File: src/rtl/core/ogot_pkg.sv
// Shared types, codes and constants for the run-once guard unit.
// Used by ogot_ctrl, ogot_dp and once_guard_owner_table; depends on nothing.
package ogot_pkg;

    localparam int unsigned GUARDS_DEFAULT      = 256;
    localparam int unsigned TABLE_DEPTH_DEFAULT = 32;

    localparam int unsigned GUARD_ID_W    = 8;
    localparam int unsigned GUARD_ID_SPAN = 256;
    localparam int unsigned THREAD_ID_W   = 32;
    localparam int unsigned VERDICT_W     = 3;
    localparam int unsigned COUNT_W       = 6;

    typedef logic [VERDICT_W-1:0] verdict_t;

    localparam verdict_t V_DONE      = 3'd0;
    localparam verdict_t V_RUN       = 3'd1;
    localparam verdict_t V_REENTRANT = 3'd2;
    localparam verdict_t V_WAIT      = 3'd3;
    localparam verdict_t V_IGNORED   = 3'd4;
    localparam verdict_t V_FINISHED  = 3'd5;

    typedef logic [1:0] gflag_t;

    localparam gflag_t GF_UNTOUCHED = 2'd0;
    localparam gflag_t GF_IN_FLIGHT = 2'd1;
    localparam gflag_t GF_COMPLETE  = 2'd2;

    localparam logic ACT_ENTER  = 1'b0;
    localparam logic ACT_FINISH = 1'b1;

    typedef struct packed {
        logic                   action;
        logic                   guard_present;
        logic [GUARD_ID_W-1:0]  guard_id;
        logic [THREAD_ID_W-1:0] thread_id;
    } req_t;

    typedef struct packed {
        verdict_t               verdict;
        logic                   claim_unrecorded;
        logic [COUNT_W-1:0]     in_flight_count;
    } rsp_t;

    // Commands from the controller to the datapath.
    typedef struct packed {
        logic     take;
        logic     gwr;
        gflag_t   gval;
        logic     append;
        logic     scan_rd;
        logic     idx_inc;
        logic     count_dec;
        logic     move_rd;
        logic     move_wr;
        logic     load_out;
        verdict_t verdict;
        logic     unrec;
    } cmd_t;

    // Status from the datapath to the controller.
    typedef struct packed {
        logic   action;
        logic   present;
        gflag_t gflag;
        logic   table_full;
        logic   idx_at_end;
        logic   guard_match;
        logic   owner_match;
        logic   out_busy;
    } sts_t;

    typedef logic [GUARD_ID_SPAN-1:0][GUARD_ID_W-1:0] wrap_tbl_t;

    // Guard index wrap table, built by counting so no divider is needed.
    function automatic wrap_tbl_t build_wrap(input int unsigned guards);
        wrap_tbl_t   tbl;
        int unsigned r;
        r = 0;
        for (int unsigned i = 0; i < GUARD_ID_SPAN; i++)
        begin
            tbl[i] = GUARD_ID_W'(r);
            r = r + 1;
            if (r == guards)
            begin
                r = 0;
            end
        end
        return tbl;
    endfunction

endpackage

File: src/rtl/core/ogot_ctrl.sv
// Sequencer of the run-once guard unit: one request at a time.
// Depends on ogot_pkg; drives ogot_dp through cmd_t and reads sts_t.
module ogot_ctrl
    import ogot_pkg::*;
(
    input  logic clk,
    input  logic rst_n,
    input  logic req_valid,
    output logic req_ready,
    output cmd_t cmd,
    input  sts_t sts
);

    localparam logic [2:0] S_IDLE     = 3'd0;
    localparam logic [2:0] S_LOOK     = 3'd1;
    localparam logic [2:0] S_SCAN_RD  = 3'd2;
    localparam logic [2:0] S_SCAN_CMP = 3'd3;
    localparam logic [2:0] S_MOVE_RD  = 3'd4;
    localparam logic [2:0] S_MOVE_WR  = 3'd5;
    localparam logic [2:0] S_RESP     = 3'd6;

    logic [2:0] state_reg, state_next;
    verdict_t   verdict_reg, verdict_next;
    logic       unrec_reg, unrec_next;

    always_ff @(posedge clk or negedge rst_n)
    begin
        if (!rst_n)
        begin
            state_reg   <= S_IDLE;
            verdict_reg <= V_IGNORED;
            unrec_reg   <= 1'b0;
        end
        else
        begin
            state_reg   <= state_next;
            verdict_reg <= verdict_next;
            unrec_reg   <= unrec_next;
        end
    end

    always_comb
    begin
        cmd          = '0;
        req_ready    = 1'b0;
        state_next   = state_reg;
        verdict_next = verdict_reg;
        unrec_next   = unrec_reg;
        unique case (state_reg)
            S_IDLE:
            begin
                req_ready = 1'b1;
                if (req_valid)
                begin
                    cmd.take   = 1'b1;
                    state_next = S_LOOK;
                end
            end
            S_LOOK:
            begin
                unrec_next = 1'b0;
                if (!sts.present)
                begin
                    verdict_next = V_IGNORED;
                    state_next   = S_RESP;
                end
                else if (sts.action == ACT_ENTER)
                begin
                    case (sts.gflag)
                        GF_COMPLETE:
                        begin
                            verdict_next = V_DONE;
                            state_next   = S_RESP;
                        end
                        GF_UNTOUCHED:
                        begin
                            cmd.gwr  = 1'b1;
                            cmd.gval = GF_IN_FLIGHT;
                            if (sts.table_full)
                            begin
                                unrec_next = 1'b1;
                            end
                            else
                            begin
                                cmd.append = 1'b1;
                            end
                            verdict_next = V_RUN;
                            state_next   = S_RESP;
                        end
                        default:
                        begin
                            // In flight, or the unused flag code: look for our claim.
                            state_next = S_SCAN_RD;
                        end
                    endcase
                end
                else
                begin
                    cmd.gwr    = 1'b1;
                    cmd.gval   = GF_COMPLETE;
                    state_next = S_SCAN_RD;
                end
            end
            S_SCAN_RD:
            begin
                if (sts.idx_at_end)
                begin
                    verdict_next = (sts.action == ACT_FINISH) ? V_FINISHED : V_WAIT;
                    state_next   = S_RESP;
                end
                else
                begin
                    cmd.scan_rd = 1'b1;
                    state_next  = S_SCAN_CMP;
                end
            end
            S_SCAN_CMP:
            begin
                if (sts.action == ACT_FINISH && sts.guard_match)
                begin
                    cmd.count_dec = 1'b1;
                    state_next    = S_MOVE_RD;
                end
                else if (sts.action == ACT_ENTER && sts.guard_match && sts.owner_match)
                begin
                    verdict_next = V_REENTRANT;
                    state_next   = S_RESP;
                end
                else
                begin
                    cmd.idx_inc = 1'b1;
                    state_next  = S_SCAN_RD;
                end
            end
            S_MOVE_RD:
            begin
                cmd.move_rd = 1'b1;
                state_next  = S_MOVE_WR;
            end
            S_MOVE_WR:
            begin
                cmd.move_wr  = 1'b1;
                verdict_next = V_FINISHED;
                state_next   = S_RESP;
            end
            S_RESP:
            begin
                if (!sts.out_busy)
                begin
                    cmd.load_out = 1'b1;
                    cmd.verdict  = verdict_reg;
                    cmd.unrec    = unrec_reg;
                    state_next   = S_IDLE;
                end
            end
            default:
            begin
                state_next = S_IDLE;
            end
        endcase
    end

endmodule

File: src/rtl/core/ogot_dp.sv
// Datapath of the run-once guard unit: guard flag memory, claim table,
// request and response registers. Depends on ogot_pkg; driven by ogot_ctrl.
module ogot_dp
    import ogot_pkg::*;
#(
    parameter int unsigned GUARDS      = GUARDS_DEFAULT,
    parameter int unsigned TABLE_DEPTH = TABLE_DEPTH_DEFAULT
)
(
    input  logic clk,
    input  logic rst_n,
    input  req_t req,
    input  cmd_t cmd,
    output sts_t sts,
    output logic rsp_valid,
    input  logic rsp_ready,
    output rsp_t rsp
);

    // Only the first GUARD_ID_SPAN guards can ever be addressed.
    localparam int unsigned GDEPTH = (GUARDS < GUARD_ID_SPAN) ? GUARDS : GUARD_ID_SPAN;
    localparam int unsigned GIW    = $clog2(GDEPTH);
    localparam int unsigned AW     = (TABLE_DEPTH > 1) ? $clog2(TABLE_DEPTH) : 1;
    localparam int unsigned CW     = $clog2(TABLE_DEPTH + 1);

    localparam wrap_tbl_t WRAP_TBL = build_wrap(GUARDS);

    logic [GIW-1:0]         gidx_in;
    req_t                   item_reg;
    logic [GIW-1:0]         gidx_reg;
    gflag_t                 gflag_rd_reg;
    logic                   gvalid_rd_reg;
    logic [GDEPTH-1:0]      gvalid_reg;
    gflag_t                 gmem [GDEPTH];

    logic [GIW-1:0]         cg_mem [TABLE_DEPTH];
    logic [THREAD_ID_W-1:0] co_mem [TABLE_DEPTH];
    logic [GIW-1:0]         cg_rd_reg;
    logic [THREAD_ID_W-1:0] co_rd_reg;
    logic [CW-1:0]          count_reg;
    logic [CW-1:0]          idx_reg;

    logic                   c_we;
    logic [AW-1:0]          c_waddr;
    logic [GIW-1:0]         c_wguard;
    logic [THREAD_ID_W-1:0] c_wowner;
    logic                   c_re;
    logic [AW-1:0]          c_raddr;

    rsp_t                   out_reg;
    logic                   out_valid_reg;

    assign gidx_in = WRAP_TBL[req.guard_id][GIW-1:0];

    // Request capture and guard flag read.
    always_ff @(posedge clk)
    begin
        if (cmd.take)
        begin
            item_reg      <= req;
            gidx_reg      <= gidx_in;
            gflag_rd_reg  <= gmem[gidx_in];
            gvalid_rd_reg <= gvalid_reg[gidx_in];
        end
        if (cmd.gwr)
        begin
            gmem[gidx_reg] <= cmd.gval;
        end
    end

    // An entry that was never written since reset reads as untouched.
    always_ff @(posedge clk or negedge rst_n)
    begin
        if (!rst_n)
        begin
            gvalid_reg <= '0;
        end
        else if (cmd.gwr)
        begin
            gvalid_reg[gidx_reg] <= 1'b1;
        end
    end

    // Claim table ports.
    assign c_we     = cmd.append | cmd.move_wr;
    assign c_waddr  = cmd.append ? count_reg[AW-1:0] : idx_reg[AW-1:0];
    assign c_wguard = cmd.append ? gidx_reg : cg_rd_reg;
    assign c_wowner = cmd.append ? item_reg.thread_id : co_rd_reg;
    assign c_re     = cmd.scan_rd | cmd.move_rd;
    assign c_raddr  = cmd.move_rd ? count_reg[AW-1:0] : idx_reg[AW-1:0];

    always_ff @(posedge clk)
    begin
        if (c_we)
        begin
            cg_mem[c_waddr] <= c_wguard;
            co_mem[c_waddr] <= c_wowner;
        end
        if (c_re)
        begin
            cg_rd_reg <= cg_mem[c_raddr];
            co_rd_reg <= co_mem[c_raddr];
        end
    end

    always_ff @(posedge clk or negedge rst_n)
    begin
        if (!rst_n)
        begin
            count_reg     <= '0;
            idx_reg       <= '0;
            out_valid_reg <= 1'b0;
        end
        else
        begin
            if (cmd.append)
            begin
                count_reg <= count_reg + CW'(1);
            end
            else if (cmd.count_dec)
            begin
                count_reg <= count_reg - CW'(1);
            end
            if (cmd.take)
            begin
                idx_reg <= '0;
            end
            else if (cmd.idx_inc)
            begin
                idx_reg <= idx_reg + CW'(1);
            end
            if (cmd.load_out)
            begin
                out_valid_reg <= 1'b1;
            end
            else if (rsp_ready)
            begin
                out_valid_reg <= 1'b0;
            end
        end
    end

    always_ff @(posedge clk)
    begin
        if (cmd.load_out)
        begin
            out_reg.verdict          <= cmd.verdict;
            out_reg.claim_unrecorded <= cmd.unrec;
            out_reg.in_flight_count  <= COUNT_W'(count_reg);
        end
    end

    assign sts.action      = item_reg.action;
    assign sts.present     = item_reg.guard_present;
    assign sts.gflag       = gvalid_rd_reg ? gflag_rd_reg : GF_UNTOUCHED;
    assign sts.table_full  = (count_reg == CW'(TABLE_DEPTH));
    assign sts.idx_at_end  = (idx_reg >= count_reg);
    assign sts.guard_match = (cg_rd_reg == gidx_reg);
    assign sts.owner_match = (co_rd_reg == item_reg.thread_id);
    assign sts.out_busy    = out_valid_reg & ~rsp_ready;

    assign rsp_valid = out_valid_reg;
    assign rsp       = out_reg;

endmodule

File: src/rtl/core/once_guard_owner_table.sv
// Top level of the run-once guard unit with its in-flight owner table.
// Depends on ogot_pkg, ogot_ctrl and ogot_dp.
//
//   Channel   Direction  Handshake               Beat type
//   req       in         req_valid / req_ready   req_t (action, guard, thread)
//   rsp       out        rsp_valid / rsp_ready   rsp_t (verdict, unrecorded, count)
//
// One request is worked at a time. Ignored, done and fresh-claim requests pass through
// S_IDLE, S_LOOK and S_RESP. A table search reads and compares each entry in S_SCAN_RD
// and S_SCAN_CMP, seeing the end in S_SCAN_RD when none hits; a finish that hits then
// reads the last entry and writes it into the freed place. Reset clears the guard flags
// at once through one valid bit per flag. A response waits in the output register while
// the next request is accepted; the sequencer holds only if a second one is then ready.
module once_guard_owner_table
    import ogot_pkg::*;
#(
    parameter int unsigned GUARDS      = GUARDS_DEFAULT,
    parameter int unsigned TABLE_DEPTH = TABLE_DEPTH_DEFAULT
)
(
    input  logic clk,
    input  logic rst_n,
    input  logic req_valid,
    output logic req_ready,
    input  req_t req,
    output logic rsp_valid,
    input  logic rsp_ready,
    output rsp_t rsp
);

    // Command and status groups between the sequencer and the datapath.
    cmd_t cmd;
    sts_t sts;

    ogot_ctrl u_ctrl (
        .clk       (clk),
        .rst_n     (rst_n),
        .req_valid (req_valid),
        .req_ready (req_ready),
        .cmd       (cmd),
        .sts       (sts)
    );

    // The datapath holds the guard flags, the claim table and the
    // response register, and sees the request payload directly.
    ogot_dp #(
        .GUARDS      (GUARDS),
        .TABLE_DEPTH (TABLE_DEPTH)
    ) u_dp (
        .clk       (clk),
        .rst_n     (rst_n),
        .req       (req),
        .cmd       (cmd),
        .sts       (sts),
        .rsp_valid (rsp_valid),
        .rsp_ready (rsp_ready),
        .rsp       (rsp)
    );

endmodule

File: config.mk
export PLATFORM = sky130hd
export DESIGN_NAME = once_guard_owner_table
export DESIGN_NICKNAME = d
export VERILOG_FILES = /design/src/rtl/core/ogot_pkg.sv /design/src/rtl/core/ogot_ctrl.sv /design/src/rtl/core/ogot_dp.sv /design/src/rtl/core/once_guard_owner_table.sv
export SDC_FILE = /design/constraint.sdc
export NUM_CORES = 2
export LEC_CHECK = 0
export BUFFER_PORTS_ARGS = -buffer_cell sky130_fd_sc_hd__buf_2
export CAP_MARGIN = 10
export CORE_UTILIZATION = 45
export DETAILED_ROUTE_END_ITERATION = 16
export PLACE_DENSITY = 0.72
export SETUP_SLACK_MARGIN = 0.4
export SYNTH_ARGS = -nofsm -noshare
export SYNTH_HDL_FRONTEND = slang
export SYNTH_SLANG_ARGS = --single-unit
File: constraint.sdc
create_clock -name clk -period 7.8 [get_ports clk]
set_input_delay 1.56 -clock clk [delete_from_list [all_inputs] [get_ports clk]]
set_output_delay 1.56 -clock clk [all_outputs]
set_load 0.05 [all_outputs]
======== After elaboration in Yosys (flattened, before gate mapping) ========
Memories as Yosys holds them, arrays and structs flattened. A register that Yosys moved wholly into a read port is not among the register bits.
Cells that the tools add are included.
operators by class
  $add $sub $neg .......................... 3
  magnitude comparators ................... 5
  equality and inequality tests ........... 17
  mux-type cells .......................... 60
  bitwise operators ....................... 7
  reduce and logical (&&, ||, !) cells .... 14
operators with widths
  kind                                                                count
  OR 256 bit                                                          1
  two-way mux 3 bit                                                   15
  equality test 32 bit                                                1
  two-way mux 32 bit                                                  1
  less-than comparator 8 x 9 -> 1 bit (second input constant)         3
  two-way mux 1 bit                                                   24
  two-way mux 6 bit                                                   4
  one-hot mux 3 bit (7 select lines)                                  1
  two-way mux 5 bit                                                   4
  two-way mux 8 bit                                                   2
  adder 6 x 1 -> 6 bit (second input constant)                        2
  two-way mux 4 bit                                                   3
  one-hot mux 3 bit (4 select lines)                                  1
  equality test 3 bit (second input constant)                         3
  binary-select mux 1 bit (select 8 bit)                              1
  demux 1 bit (select 8 bit)                                          1
  equality test 8 bit                                                 1
  greater-or-equal comparator 8 x 1 -> 1 bit (second input constant)  1
  inequality test 2 bit (second input constant)                       4
  equality test 3 x 2 -> 1 bit (second input constant)                2
  equality test 6 bit (second input constant)                         1
  greater-or-equal comparator 6 bit                                   1
  one-hot mux 3 bit (2 select lines)                                  1
  AND reduction 6 bit                                                 1
  other kinds (17)                                                    27
storage, ports and cells
  bits in registers ....................... 329
  bits in writable memories ............... 1,792
  bits in read-only memories .............. 2,048
  input port bits ......................... 46
  output and inout port bits .............. 12
  logic and storage cells ................. 125
  memories kept ........................... 4
memories
  memory            depth  bits a word  read ports  clocked after memory_dff  write ports  RTL line       text
  (name not given)  256    8            1           0                         0            ogot_dp.sv:53  assign gidx_in = WRAP_TBL[req.guard_id][GIW-1:0];
  u_dp.co_mem       32     32           1           1                         1            ogot_dp.sv:37  logic [THREAD_ID_W-1:0] co_mem [TABLE_DEPTH];
  u_dp.gmem         256    2            1           1                         1            ogot_dp.sv:34  gflag_t gmem [GDEPTH];
  u_dp.cg_mem       32     8            1           1                         1            ogot_dp.sv:36  logic [GIW-1:0] cg_mem [TABLE_DEPTH];

======== Logic depth before layout (Yosys ltp) ========
  depth after elaboration ................. 9
  mapped depth ............................ 12
  depth with buffers taken out ............ 10

======== Modules after synthesis ========
From an unflattened synthesis, not the netlist that was laid out.
unflattened totals
  cells, all modules ...................... 4,606
  area total of the unflattened synthesis .. 85,449.5 um2
by module, submodules not included
  module     instances  cells an instance  area an instance (um2)  seq. area each (um2)
  ogot_dp    1          4,535              84,858.9                63,395.8
  ogot_ctrl  1          71                 590.6                   176.4

======== Worst setup path after synthesis ========
Ideal clock, no wire load.
  path kind ............................... reg-to-reg
  from .................................... register u_ctrl.state_reg[2]
  to ...................................... memory u_dp.gmem[0][1] (netlist bit) (data pin)
  data arrival time ....................... 6.653 ns
  required time ........................... 6.407 ns
  path slack .............................. -0.246 ns
  cell stages (with the launch flop) ...... 3
  period minus slack after synthesis ...... 8.046 ns
  path through ............................ dfrtp_1 -> nand4bb_1 -> nor2_1
RTL lines
  what                    RTL line         text
  from (decl)             ogot_ctrl.sv:22  logic [2:0] state_reg, state_next;
  from (signal assigned)  ogot_ctrl.sv:36  state_reg <= state_next;
  to (decl)               ogot_dp.sv:34

======== Worst setup path after layout ========
  from .................................... register u_ctrl.state_reg[0]
  to ...................................... memory u_dp.co_mem[20][16] (enable)
between the ends
  longest elaborated chain between the ends .. 5
  elaborated cells on any way between the ends .. 8
  classes of those cells .................. 2 x eq/ne; 5 x mux; 1 x bitwise
RTL lines
  what                                                                 RTL line         text
  equality test 3 x 1 -> 1 bit or equality test 3 bit (tied branches)  ogot_ctrl.sv:49  unique case (state_reg)
  two-way mux 4 bit or two-way mux 1 bit (tied branches)               ogot_ctrl.sv:49
  OR 1 bit                                                             ogot_dp.sv:85    assign c_we = cmd.append | cmd.move_wr;
  two-way mux 1 bit                                                    ogot_dp.sv:94    if (c_we)
  two-way mux 1 bit (implied by the code)                              ogot_dp.sv:97    co_mem[c_waddr] <= c_wowner;
  to (decl)                                                            ogot_dp.sv:37
Parallel ways exist; a longest one is shown, timed or not.

==> metrics.md <==
| Metric | Value |
|---|---|
| Status | finished, final reports clean |
| Fmax | about 210 MHz |
| Crit path DAT | 5260 ps |
| Type of origin of the critical path | flip-flop |
| Share of layout cells above drive strength 1 | 0.2621 |
| Fill cells | 14390 |
| Placement-stage worst setup slack | 3001 ps |
| VDD IR max | 0.5488 mV |
| Largest Register | u_dp.co_mem |
| Setup violators final | 0 |
| Synth Instances | 4228 |
| Initial Util | 0.4530 |
| Max H-tree Level | 4 |
| P&R area growth vs syn | 12.42% |
| GRT Residual Overflow | 0 |
| Area share of the largest cell type after synthesis | 0.6753 |
| Clock Path Buffers | 3 |
| DR vias/cell | 6.039 |
| CP Class | reg2reg |
| Pwr dens | 323.5 nW/um^2 |
| Worst-path clk slew | 60 ps |
| Area of the multi-input gates | between 15000 and 20000 um^2 |
| RSZ-0062 raised after global routing | false |
| Yosys warning total | 0 |
| CTS resizes | 0 |
| Final layout net count | 4408 |
| Crit path time final | 4801 ps |
| CP Capture Type | flip-flop |
| First-pass GRT wire length | 293.2 mm |
| Max_slew headroom | 0.1731 |
| Largest cells by area after synthesis | edfxtp_1 68%, mux4_2 13%, dfrtp_1 8.2% |
| DP Area | 87300 um^2 |
| IO Pins | 58 |
| Pre-antenna DRT Iters | 5 |
| Async SR Flop Fraction | 0.1276 |
| CTS tree | built |
| Rows | around 160 |
| Post-CTS setup buffer count | 0 |
| Syn nets | 4286 |
| Die W | ~430 um |
| Fin. max-slew vios | 0 |
| Tot GR Track Use | 0.2144 |
| Vias in the first global route | 43150 |
| Area leader, netlist | edfxtp_1 |
| Mapped Avg Cell Area | 19.85 um^2 |
| Worst slew pin tran | approximately 1200 ps |
| Post-synthesis cell area | 83910 um^2 |
| Die ar. | between 150000 and 200000 um^2 |
| CP peak stage delay | slightly below 900 ps |
| Post-route ant nets | 0 |
| Final worst slack | 2999 ps |
| Avg WL per Cell | between 20 and 30 um |
| CTS Root Cell | clkbuf_16 |
| Routability cong. | 0.8703 |
| Setup TNS | 0 ps |
| Initial antenna violation count | 3 |
| Cell area after layout | 94330 um^2 |
| Predominant post-synthesis flop cell | edfxtp_1 |
| Skew-Pair Late Insertion Delay | 880 ps |
| Top Registers | u_dp.co_mem (1024), u_dp.gmem (512) |
| Post-CTS Hold Buffers | 0 |
| WL final | between 200 and 250 mm |
| Skew final | 116.9 ps |
| Register area share after synthesis | 0.7577 |
| Worst-path maximum fanout | 60 |
| Yosys cell types | 65 |
| Number of flip-flops in the largest register | approximately 1000 |
| Final hold violations | 0 |
| EDFF count, synth | about 1900 |
| Reg area | 63570 um^2 |
| Finished Core Util | 0.5092 |
| Leak | ~32 nW |
| Max-cap violations | 0 |
| Synth Register Bits | between 2000 and 2500 |
| Via Count | 42360 |
| Crit-path cells | nand4bb_1 -> nor3_4 -> nand2_4 -> o31ai_1 -> nand2b_1 -> nor2_4 -> buf_4 |
| Count of buffers from port buffering | 57 |
| Period utilisation layout | 0.6155 |
| Core area | 185200 um^2 |
| Initial drt markers | 4903 |
| Largest net degree at the start of global routing | about 260 |
| Worst path required time | 8260 ps |
| Die Y | 433.8 um |
| DP HPWL | 113.0 mm |
| Hold WC Path Type | reg2reg |
| Slowest-stage cell, CP | nor2_4 |
| Clock sink count | between 2000 and 2500 |
| Post-route DRC | 0 |
| Number of buffers created by CTS | 204 |
-- cells by family (layout without fill, tap and decap cells) --
kind of cell	after synthesis	in the layout	synth area share
xor+xnor	46	46	0.004802
buf+inv	230	534	0.01308
mux	596	596	0.1449
compound gates	345	345	0.02714
simple gates	836	836	0.05049
fa+ha+maj	12	12	0.001879
flops	2163	2163	0.7577
other cells	0	2	0
-- layer usage --
| metal | part of all wire | up-vias | GRT usage |
|---|---|---|---|
| met4 | 0.041 | 0 | 0.08892 |
| met1 | 0.38 | 22370 | 0.2788 |
| li1 | - | 17410 | - |
| met5 | 0 | - | 0 |
| met2 | 0.50 | 2172 | 0.3566 |
| met3 | 0.080 | 409 | 0.03843 |
-- layout make-up --
type / instances / area share
Clock inverter: 142 / 0.01775
Timing Repair Buffer: 132 / 0.01064
Clock buffer: 246 / 0.05675
Multi-Input combinational cell: 1835 / 0.2074
Inverter: 14 / 0.0005704
Tap cell: 2480 / 0.03290
Sequential cell: 2163 / 0.6740
Antenna cell: 2 / 0.00005306
-- cell usage in the layout, fill, tap and decap left out, types with 9 or more instances in the layout --
cell type   count
clkinvlp_4     10
or2_2         159
xnor2_1        14
o211ai_1       13
a21oi_1        18
clkinv_2       42
xor2_1         32
a211oi_1       20
mux2i_1        62
o21ai_0        23
clkbuf_16     204
o221ai_1       13
inv_1          13
clkbuf_1       33
nand3_1        41
nor2_4         34
buf_12         10
buf_2          54
nand2b_1       27
nand2_1        61
dfrtp_1       275
bufinv_16      27
mux2_2         42
nor2b_1        18
clkbuf_8        9
clkinv_1       46
buf_4          65
nor4_1         54
o22ai_1       195
or2_1          98
ha_1           11
edfxtp_1     1887
nor2_1        289
mux4_2        490
clkinv_16      11
a22oi_1        22
nand4_1        15
-- cells in the mapped netlist, types with 3 or more instances --
library cell,number
a2111oi_0,4
a211oi_1,20
a21oi_1,20
a22o_1,3
a22oi_1,22
a31oi_1,5
and2_1,6
and3_1,3
buf_1,10
buf_2,61
buf_4,42
clkbuf_1,103
dfrtp_1,275
edfxtp_1,1887
ha_1,11
inv_1,14
mux2_2,42
mux2i_1,63
mux4_2,490
nand2_1,70
nand2b_1,27
nand3_1,41
nand3b_1,4
nand4_1,15
nor2_1,322
nor2b_1,18
nor3_1,5
nor4_1,55
o211ai_1,13
o21ai_0,23
o221ai_1,13
o22ai_1,195
o31ai_1,4
or2_1,98
or2_2,159
xnor2_1,14
xor2_1,32
-- stage by stage --
stage	hold WS (ps)	cells	power, mW
finish	456.6	7014	30.52
global route	470.4	7013	31.46
CTS	461.4	7012	30.67
detailed placement	445.4	6624	20.54
global placement	440.7	6624	20.39
floorplan	427.8	4228	18.80
-- power by group --
part | total [mW] | internal, mW | switching [mW]
logic | 5.84 | 2.29 | 3.55
clock network | 10.2 | 5.83 | 4.40
registers | 14.4 | 14.1 | 0.299
total | 30.5 | 22.3 | 8.25
-- final timing paths --
path / from / end / slack (ps) / cells past startpoint
setup / recovery: u_ctrl.state_reg[0] / u_dp.co_mem[20][16] / 3000 / 7
hold / removal: u_dp.gvalid_reg[146] / u_dp.gvalid_reg[146] / 460 / 1
setup reg to reg: u_ctrl.state_reg[0] / u_dp.co_mem[20][16] / 3000 / 7
hold reg to reg: u_dp.gvalid_reg[146] / u_dp.gvalid_reg[146] / 460 / 1
max in group asynchronous: rst_n / u_dp.count_reg[5] / 5470 / 2
min in group asynchronous: rst_n / u_dp.gvalid_reg[205] / 740 / 1
-- worst max-delay path: cells and delay by family (launching register included) --
kind | cells | cell delay (ps)
buffers and inverters | 1 | 590
AO/OA/AOI/OAI | 1 | 570
AND/OR/NAND/NOR | 5 | 2540
flip-flops | 1 | 660
No activity file was read; power rests on OpenSTA's default activity.
